[src/hdl/rvx_pkg.sv]
// Shared types and constants for the RV32I integer execute block.
`timescale 1ns / 1ps

package rvx_pkg;

    localparam int unsigned XLEN = 32;

    localparam logic [6:0] OPC_LUI    = 7'b0110111;
    localparam logic [6:0] OPC_AUIPC  = 7'b0010111;
    localparam logic [6:0] OPC_JAL    = 7'b1101111;
    localparam logic [6:0] OPC_JALR   = 7'b1100111;
    localparam logic [6:0] OPC_BRANCH = 7'b1100011;
    localparam logic [6:0] OPC_LOAD   = 7'b0000011;
    localparam logic [6:0] OPC_STORE  = 7'b0100011;
    localparam logic [6:0] OPC_OPIMM  = 7'b0010011;
    localparam logic [6:0] OPC_OP     = 7'b0110011;
    localparam logic [6:0] OPC_SYSTEM = 7'b1110011;

    localparam logic [2:0] F3_ADD  = 3'b000;
    localparam logic [2:0] F3_SLL  = 3'b001;
    localparam logic [2:0] F3_SLT  = 3'b010;
    localparam logic [2:0] F3_SLTU = 3'b011;
    localparam logic [2:0] F3_XOR  = 3'b100;
    localparam logic [2:0] F3_SR   = 3'b101;
    localparam logic [2:0] F3_OR   = 3'b110;
    localparam logic [2:0] F3_AND  = 3'b111;

    localparam logic [2:0] F3_BEQ  = 3'b000;
    localparam logic [2:0] F3_BNE  = 3'b001;
    localparam logic [2:0] F3_BLT  = 3'b100;
    localparam logic [2:0] F3_BGE  = 3'b101;
    localparam logic [2:0] F3_BLTU = 3'b110;
    localparam logic [2:0] F3_BGEU = 3'b111;

    typedef enum logic [1:0] {
        ST_DONE      = 2'd0,
        ST_MISALIGN  = 2'd1,
        ST_ILLEGAL   = 2'd2,
        ST_ELSEWHERE = 2'd3
    } t_status;

    typedef struct packed {
        logic              illegal;
        logic [XLEN-1:0]   value;
    } t_alu_res;

    typedef struct packed {
        logic illegal;
        logic taken;
    } t_br_res;

    typedef struct packed {
        t_status           status;
        logic [XLEN-1:0]   next_pc;
        logic [XLEN-1:0]   dest_value;
        logic              dest_write;
        logic [4:0]        dest_index;
    } t_exec_res;

endpackage

[src/hdl/rvx_alu.sv]
// Integer ALU for the OP and OP-IMM groups.
`timescale 1ns / 1ps

module rvx_alu
    import rvx_pkg::*;
(
    input  logic [31:0]    i_instruction,
    input  logic [31:0]    i_rs1_value,
    input  logic [31:0]    i_rs2_value,
    output t_alu_res       o_res
);

    logic        w_is_reg;
    logic        w_alt;
    logic [31:0] w_imm;
    logic [31:0] w_b;
    logic [4:0]  w_sh;

    assign w_is_reg = i_instruction[5];
    assign w_alt    = i_instruction[30];
    assign w_imm    = {{20{i_instruction[31]}}, i_instruction[31:20]};
    assign w_b      = w_is_reg ? i_rs2_value : w_imm;
    assign w_sh     = w_b[4:0];

    always_comb begin
        o_res.illegal = w_is_reg && i_instruction[25];
        unique case (i_instruction[14:12])
            F3_ADD:  o_res.value = (w_is_reg && w_alt) ? (i_rs1_value - w_b)
                                                       : (i_rs1_value + w_b);
            F3_SLL:  o_res.value = i_rs1_value << w_sh;
            F3_SLT:  o_res.value = {31'd0, ($signed(i_rs1_value) < $signed(w_b))};
            F3_SLTU: o_res.value = {31'd0, (i_rs1_value < w_b)};
            F3_XOR:  o_res.value = i_rs1_value ^ w_b;
            F3_SR:   o_res.value = w_alt ? 32'($signed(i_rs1_value) >>> w_sh)
                                         : (i_rs1_value >> w_sh);
            F3_OR:   o_res.value = i_rs1_value | w_b;
            default: o_res.value = i_rs1_value & w_b;
        endcase
    end

endmodule

[src/hdl/rvx_branch.sv]
// Branch condition evaluation.
`timescale 1ns / 1ps

module rvx_branch
    import rvx_pkg::*;
(
    input  logic [2:0]     i_funct3,
    input  logic [31:0]    i_rs1_value,
    input  logic [31:0]    i_rs2_value,
    output t_br_res        o_res
);

    logic w_eq;
    logic w_lt;
    logic w_ltu;

    assign w_eq  = (i_rs1_value == i_rs2_value);
    assign w_lt  = ($signed(i_rs1_value) < $signed(i_rs2_value));
    assign w_ltu = (i_rs1_value < i_rs2_value);

    always_comb begin
        o_res.illegal = 1'b0;
        unique case (i_funct3)
            F3_BEQ:  o_res.taken = w_eq;
            F3_BNE:  o_res.taken = !w_eq;
            F3_BLT:  o_res.taken = w_lt;
            F3_BGE:  o_res.taken = !w_lt;
            F3_BLTU: o_res.taken = w_ltu;
            F3_BGEU: o_res.taken = !w_ltu;
            default: begin
                o_res.taken   = 1'b0;
                o_res.illegal = 1'b1;
            end
        endcase
    end

endmodule

[src/hdl/rvx_exec.sv]
// Instruction decode and result selection for one instruction.
`timescale 1ns / 1ps

module rvx_exec
    import rvx_pkg::*;
(
    input  logic [31:0]    i_instruction,
    input  logic [31:0]    i_pc,
    input  logic [31:0]    i_rs1_value,
    input  logic [31:0]    i_rs2_value,
    output t_exec_res      o_res
);

    t_alu_res    w_alu;
    t_br_res     w_br;
    logic [6:0]  w_opc;
    logic [4:0]  w_rd;
    logic [31:0] w_imm_i;
    logic [31:0] w_imm_u;
    logic [31:0] w_off_j;
    logic [31:0] w_off_b;
    logic [31:0] w_pc4;
    logic [31:0] w_jalr_sum;
    t_status     w_st;
    logic [4:0]  w_idx;
    logic [31:0] w_val;
    logic [31:0] w_npc;

    rvx_alu u_alu (
        .i_instruction (i_instruction),
        .i_rs1_value   (i_rs1_value),
        .i_rs2_value   (i_rs2_value),
        .o_res         (w_alu)
    );

    rvx_branch u_branch (
        .i_funct3    (i_instruction[14:12]),
        .i_rs1_value (i_rs1_value),
        .i_rs2_value (i_rs2_value),
        .o_res       (w_br)
    );

    assign w_opc   = i_instruction[6:0];
    assign w_rd    = i_instruction[11:7];
    assign w_imm_i = {{20{i_instruction[31]}}, i_instruction[31:20]};
    assign w_imm_u = {i_instruction[31:12], 12'd0};
    assign w_off_j = {{11{i_instruction[31]}}, i_instruction[31], i_instruction[19:12],
                      i_instruction[20], i_instruction[30:21], 1'b0};
    assign w_off_b = {{19{i_instruction[31]}}, i_instruction[31], i_instruction[7],
                      i_instruction[30:25], i_instruction[11:8], 1'b0};
    assign w_pc4      = i_pc + 32'd4;
    assign w_jalr_sum = i_rs1_value + w_imm_i;

    always_comb begin
        w_st  = ST_DONE;
        w_idx = w_rd;
        w_val = 32'd0;
        w_npc = w_pc4;
        if (i_pc[1:0] != 2'd0) begin
            w_st = ST_MISALIGN;
        end else begin
            unique case (w_opc)
                OPC_LUI:   w_val = w_imm_u;
                OPC_AUIPC: w_val = i_pc + w_imm_u;
                OPC_JAL: begin
                    w_val = w_pc4;
                    w_npc = i_pc + w_off_j;
                end
                OPC_JALR: begin
                    w_val = w_pc4;
                    w_npc = {w_jalr_sum[31:1], 1'b0};
                end
                OPC_BRANCH: begin
                    w_idx = 5'd0;
                    if (w_br.illegal) begin
                        w_st = ST_ILLEGAL;
                    end else if (w_br.taken) begin
                        w_npc = i_pc + w_off_b;
                    end
                end
                OPC_OPIMM, OPC_OP: begin
                    if (w_alu.illegal) begin
                        w_st = ST_ILLEGAL;
                    end else begin
                        w_val = w_alu.value;
                    end
                end
                OPC_LOAD, OPC_STORE, OPC_SYSTEM: w_st = ST_ELSEWHERE;
                default: w_st = ST_ILLEGAL;
            endcase
        end
    end

    always_comb begin
        if (w_st != ST_DONE) begin
            o_res.dest_index = 5'd0;
            o_res.dest_write = 1'b0;
            o_res.dest_value = 32'd0;
            o_res.next_pc    = i_pc;
        end else begin
            o_res.dest_index = w_idx;
            o_res.dest_write = (w_idx != 5'd0);
            o_res.dest_value = w_val;
            o_res.next_pc    = w_npc;
        end
        o_res.status = w_st;
    end

endmodule

[src/hdl/rv32i_integer_execute.sv]
// Top level: RV32I integer execute unit with input and result registers.
// An accepted item is held in the input register, then loaded into the result register once the output is free.
// Throughput: one item per cycle while the receiver accepts results; both stages advance together with no bubbles.
// The critical path is one 32-bit adder or shifter plus result selection.
// Reset (synchronous, active low) clears both stage valid bits; payload is not reset.
`timescale 1ns / 1ps

module rv32i_integer_execute
    import rvx_pkg::*;
(
    input  logic           i_clk,
    input  logic           i_rst_n,
    input  logic           i_s_axis_tvalid,
    output logic           o_s_axis_tready,
    // instruction[31:0], pc[63:32], rs1_value[95:64], rs2_value[127:96]
    input  logic [127:0]   i_s_axis_tdata,
    output logic           o_m_axis_tvalid,
    input  logic           i_m_axis_tready,
    // dest_index[4:0], dest_write[5], dest_value[37:6], next_pc[69:38], status[71:70]
    output logic [71:0]    o_m_axis_tdata
);

    logic        r_in_valid;
    logic [31:0] r_in_instruction;
    logic [31:0] r_in_pc;
    logic [31:0] r_in_rs1;
    logic [31:0] r_in_rs2;
    logic        r_out_valid;
    t_exec_res   r_out;
    t_exec_res   w_res;
    logic        w_out_ready;
    logic        w_adv;
    logic        w_take;

    assign w_out_ready     = !r_out_valid || i_m_axis_tready;
    assign w_adv           = r_in_valid && w_out_ready;
    assign o_s_axis_tready = !r_in_valid || w_out_ready;
    assign w_take          = i_s_axis_tvalid && o_s_axis_tready;

    always_ff @(posedge i_clk) begin
        if (!i_rst_n) begin
            r_in_valid <= 1'b0;
        end else if (o_s_axis_tready) begin
            r_in_valid <= i_s_axis_tvalid;
        end
    end

    always_ff @(posedge i_clk) begin
        if (w_take) begin
            r_in_instruction <= i_s_axis_tdata[31:0];
            r_in_pc          <= i_s_axis_tdata[63:32];
            r_in_rs1         <= i_s_axis_tdata[95:64];
            r_in_rs2         <= i_s_axis_tdata[127:96];
        end
    end

    rvx_exec u_exec (
        .i_instruction (r_in_instruction),
        .i_pc          (r_in_pc),
        .i_rs1_value   (r_in_rs1),
        .i_rs2_value   (r_in_rs2),
        .o_res         (w_res)
    );

    always_ff @(posedge i_clk) begin
        if (!i_rst_n) begin
            r_out_valid <= 1'b0;
        end else if (w_out_ready) begin
            r_out_valid <= r_in_valid;
        end
    end

    always_ff @(posedge i_clk) begin
        if (w_adv) begin
            r_out <= w_res;
        end
    end

    assign o_m_axis_tvalid = r_out_valid;
    assign o_m_axis_tdata  = {r_out.status, r_out.next_pc, r_out.dest_value,
                              r_out.dest_write, r_out.dest_index};

    a_write_only_done: assert property (@(posedge i_clk) disable iff (!i_rst_n)
        r_out_valid && r_out.dest_write |-> r_out.status == ST_DONE && r_out.dest_index != 5'd0)
        else $error("dest write with bad status or x0");

    a_fault_clears_dest: assert property (@(posedge i_clk) disable iff (!i_rst_n)
        r_out_valid && r_out.status != ST_DONE |-> r_out.dest_index == 5'd0
            && r_out.dest_value == 32'd0)
        else $error("faulting item carries destination data");

    a_misalign_status: assert property (@(posedge i_clk) disable iff (!i_rst_n)
        w_adv && r_in_pc[1:0] != 2'd0 |=> r_out.status == ST_MISALIGN)
        else $error("misaligned pc not flagged");

    a_reset_empty: assert property (@(posedge i_clk)
        !i_rst_n |=> !r_out_valid && !r_in_valid)
        else $error("stages not empty after reset");

endmodule

[config.mk]
export PLATFORM = sky130hd
export DESIGN_NAME = rv32i_integer_execute
export DESIGN_NICKNAME = d
export VERILOG_FILES = /design/src/hdl/rvx_pkg.sv /design/src/hdl/rvx_alu.sv /design/src/hdl/rvx_branch.sv /design/src/hdl/rvx_exec.sv /design/src/hdl/rv32i_integer_execute.sv
export SDC_FILE = /design/constraint.sdc
export NUM_CORES = 1
export LEC_CHECK = 0
export BUFFER_PORTS_ARGS = -buffer_cell sky130_fd_sc_hd__buf_2
export CAP_MARGIN = 20
export CORE_ASPECT_RATIO = 1.75
export CORE_MARGIN = 2
export CORE_UTILIZATION = 50
export CTS_BUF_LIST = sky130_fd_sc_hd__clkbuf_8
export DETAILED_ROUTE_END_ITERATION = 6
export GPL_TIMING_DRIVEN = 0
export PLACE_DENSITY = 0.71
export SYNTH_ARGS = -nofsm -noshare
export SYNTH_HDL_FRONTEND = slang
export SYNTH_SLANG_ARGS = --single-unit
[constraint.sdc]
create_clock -name i_clk -period 4.2 [get_ports i_clk]
set_input_delay 0.42 -clock i_clk [delete_from_list [all_inputs] [get_ports i_clk]]
set_output_delay 0.42 -clock i_clk [all_outputs]
set_load 0.01 [all_outputs]
==> out/qor.txt, run 1 <==
TritonCTS buffer count -> 30
CTS max path bufs -> 3
Largest net degree at the start of global routing -> 66
Mapped Nets -> 3261
Stopped at -> 5_1_grt
Synthesized flop and latch total -> 202
Synthesized area per cell -> 8.24 sq um
Synth area leader -> edfxtp_1
Die height -> 292 um
Synth Warn # -> 0
Outcome -> aborted with a tool error
Post-Syn Area -> 0.0238 sq mm
Cells after synthesis -> 2884
Initial core utilization -> 50.6%
GP Congestion -> 1.20
Error -> [ERROR GRT-0116] Global routing finished with congestion. Check the congestion regions in the DRC Viewer.
Placed cell areas -> 0.0258 sq mm
Area share of the largest cell type after synthesis -> 25.3%
Predominant post-synthesis flop cell -> edfxtp_1
Hpwl dp -> 103000 um
Seq/Total Area, Yosys -> 25.5%
Post-synth EDFFs -> 200
Core Rows -> 105
Global-route wire length before repair -> 222000 um
Synth cell types -> 99
Top cells by area, synth -> edfxtp_1 (25%), ha_1 (13%), a21oi_1 (6.6%)
Die X -> 169 um
Io pins -> 206
PortBufs -> 205
Clock Sinks -> 202
Gr usage total -> 61.4%
Asr flop ratio synth -> 0%
Gr ovfl total -> 133
CTS HTree Levels -> 1
Root Driver -> clkbuf_8
Vias in the first global route -> 31300
-- what timing repair did --
item                                    CTS
endpoints found under the hold margin   130
hold buffers                            130
resized for setup                       249
pin swaps                                50
endpoints found under the setup margin   63
buffers inserted                         68
gates cloned                              4
-- kinds of logic after synthesis --
kind of cell    share of synthesized area (%)
compound gates                           27.9
xor+xnor                                 6.05
fa+ha+maj                                13.1
buf+inv                                  5.49
flops                                    25.5
mux                                      6.46
simple gates                             15.6
-- layer usage --
metal	GRT overflow	GRT usage [%]
met5	0	1.62
met4	58	68.4
met3	5	29.9
met2	70	89.7
met1	0	59.3
-- Yosys cell counts (27+ instances only) --
cell and number:
nor3_1 62, nor2b_1 30, a21oi_1 315, a21o_1 67, a211oi_1 41, buf_2 34
clkbuf_1 99, nand3_1 71, a221oi_1 29, and3_1 27, nand4_1 29, ha_1 239
xnor2_1 97, nor2_1 220, a31oi_1 37, o21ai_0 193, o21bai_1 33, o22ai_1 28
xor2_1 67, mux2i_1 125, o211ai_1 49, inv_1 152, nand2_1 240, edfxtp_1 200
-- metrics by stage --
step	setup slack, ps	std cells
after CTS	-344	3945
after global placement	-3350	3677
after detailed placement	-2570	3690
after floorplan	-32.2	2884
==> run 2: changes to the inputs <==
CORE_ASPECT_RATIO = not set   (was 1.75)
CORE_UTILIZATION = 35   (was 50)
CTS_BUF_LIST = not set   (was sky130_fd_sc_hd__clkbuf_8)
PLACE_DENSITY = not set   (was 0.71)
PLACE_DENSITY_LB_ADDON = 0.15   (was not set)
clock period = 5.5 ns   (was 4.2 ns; I/O delays follow)
==> out/qor.txt, run 2 <==
Area grow syn2layout -> 13.6%
Final wirelength -> 135000 um
Predominant post-synthesis flop cell -> edfxtp_1
Core Rows -> 95
RSZ-0062 raised after global routing -> false
Worst Skew -> 9.85 ps
R2R Setup Slk -> 100 ps
Post-Syn Area -> 0.0238 sq mm
# hold bufs at CTS -> 0
Core footprint -> 0.0672 sq mm
P_int -> 3.66 mW
Clock share of power -> 27.5%
Starting DRC count in detailed routing -> 2978
Total power -> 6.25 mW
Pwr dens -> 232 mW/mm^2
Final hold violation count -> 0
Vias in the first global route -> 24300
Most frequent cells in the layout -> a21oi_1 (312), nand2_1 (240), buf_2 (240)
Cells after synthesis -> 2884
XOR/XNOR Fraction of Synth Area -> 6.05%
Post-synth EDFFs -> 200
Number of flip-flops under the largest register name -> 72
Synth Warn # -> 0
Worst Path Max Fanout -> 10
Asr flop ratio synth -> 0%
Cell area after layout -> 0.0270 sq mm
Worst-path clk slew -> 60 ps
Sequential power share -> 31.6%
Detailed Routing Iterations Pass 1 -> 6
Non-filler instance count after layout -> 4016
Io pins -> 206
Root Driver -> clkbuf_16
PortBufs -> 205
Initial antenna violation count -> 4
Final worst-path cycle share -> 98.1%
Critical path required time -> 5760 ps
Residual DRC -> 0
Global-route wire length before repair -> 186000 um
Die height -> 265 um
Largest family of logic cells by synthesized area -> compound AO/OA/AOI/OAI gates
CP Launch Point -> r_in_instruction[5]$_DFFE_PP_
Gr ovfl total -> 0
Synth cell types -> 99
Max Freq -> 0.185 GHz
Sw Pwr -> 2.59 mW
Min-delay src -> i_s_axis_tdata[95]
Layout cells sized above 1 -> 12.8%
Worst min path class -> primary input to flop
Worst setup EP type -> flop
Hpwl dp -> 111000 um
Util after Layout -> 40.2%
Die X -> 265 um
DR vias/cell -> 6.37
Combinational share of power -> 40.9%
GP Congestion -> 1.04
Mapped Nets -> 3261
Switch share -> 41.4%
Die area -> 0.0700 sq mm
Synth Area in Compound Gates -> 27.9%
P_leak -> 11.0 nW
Commonest non-fill, non-tap cell in the layout -> a21oi_1
CP startpoint kind -> flop
Placed cell count -> 3970
Routed WL per cell -> 33.7 um
Clock Sinks -> 202
Area share of the largest cell type after synthesis -> 25.3%
Simple-Gate Fraction of Synth Area -> 15.6%
Max Slew Vio Count -> 0
TritonCTS buffer count -> 24
Commonest cells post-synth -> a21oi_1 (315), nand2_1 (240), ha_1 (239)
Initial core utilization -> 35.4%
Most frequent cell after synthesis -> a21oi_1
Worst skew pair latency -> 580 ps
CTS max path bufs -> 3
Pin slew with the least headroom to its limit -> 1220 ps
Largest net degree at the start of global routing -> 69
Outcome -> completed
Endpoints failing setup -> 0
Max-cap viol count -> 0
VDD IR-drop max -> 242 uV
Total number of vias -> 25600
Final Critical Period -> 5400 ps
Synth area leader -> edfxtp_1
R2R Path Start -> r_in_instruction[5]$_DFFE_PP_
Critical path data arrival time -> 5650 ps
Synthesized area per cell -> 8.24 sq um
Gr usage total -> 37.3%
Seq/Total Area, Yosys -> 25.5%
Placed cell areas -> 0.0260 sq mm
Slew HR -> 18.1%
Top cells by area, synth -> edfxtp_1 (25%), ha_1 (13%), a21oi_1 (6.6%)
CTS tree -> built
Nets@finish -> 3500
CP Class -> flop to flop
CTS HTree Levels -> 1
Post-route ant nets -> 0
Synthesized flop and latch total -> 202
Mux contribution to synthesized area -> 6.46%
Post-Synth Adder-Cell Area -> 13.1%
[run 2: cell counts after synthesis]
No cell type changed its count.
[run 2: timing repair]
action | CTS | global route
gates resized for setup | 20 | 18
buffers inserted | 3 | 0
endpoints found under the setup margin | 27 | 6
[run 2: final timing paths]
path / endpoint / cells after the start
worst max register to register: o_m_axis_tdata[37]$_SDFFCE_PP0P_ / 17
worst min-delay path: r_in_rs1[31]$_DFFE_PP_ / 1
worst max-delay path: o_m_axis_tdata[37]$_SDFFCE_PP0P_ / 17
worst min register to register: o_m_axis_tvalid$_SDFFE_PN0P_ / 1
[run 2: logic make-up after synthesis]
| logic type | after synthesis |
|---|---|
| xor+xnor | 164 |
| mux | 144 |
| compound gates | 1018 |
| buf+inv | 320 |
| flops | 202 |
| simple gates | 791 |
| fa+ha+maj | 245 |
[run 2: power by group through the flow]
stage                     registers [mW]  clock network (mW)  logic, mW
final                               1.98                1.72       2.56
after global routing                1.98                1.80       2.70
after CTS                           1.97                1.76       2.48
after detailed placement            2.00                   0       2.45
after global placement              2.02                   0       2.44
after floorplan                     1.91                   0       1.55
[run 2: worst max-delay path, cell delays in order (launching register included)]
cell	delay, ps
edfxtp_1	380
buf_6	190
mux2i_4	270
inv_2	190
buf_2	290
buf_2	390
buf_2	390
buf_2	380
ha_1	410
a31oi_1	190
a31oi_1	350
o311a_1	370
o31ai_4	160
nand4_1	170
a31oi_1	110
a211oi_1	460
xnor2_1	170
o22ai_1	160
[run 2: routing by layer]
layer / global-route usage [%] / part of all wire [%] / up-vias
li1: - / - / 11300
met1: 48.7 / 42 / 12600
met4: 20.3 / 6.4 / 4
met5: 0 / 0.020 / -
met2: 57.9 / 43 / 1420
met3: 7.69 / 8.7 / 263
[run 2: final cells by class]
cell class / count / area (sq um)
clock buffers: 30 / 643
clock inverters: 14 / 190
well taps: 873 / 1090
repair buffers: 216 / 1190
inverters: 156 / 586
plain buffers: 161 / 732
diodes: 2 / 5.00
multi-input cells: 2362 / 16500
fillers: 6951 / 40200
flip-flops and latches: 202 / 6050
[run 2: metrics by stage]
stage	hold slack [ps]	setup slack, ps	TNS, ps
2_1_floorplan	477	1100	0
3_3_place_gp	482	-1560	-99590
3_5_place_dp	519	-1350	-20840
4_1_cts	112	10.0	0
5_1_grt	113	19.8	0
6_report	137	103	0
(Power assumes the default switching activity.)
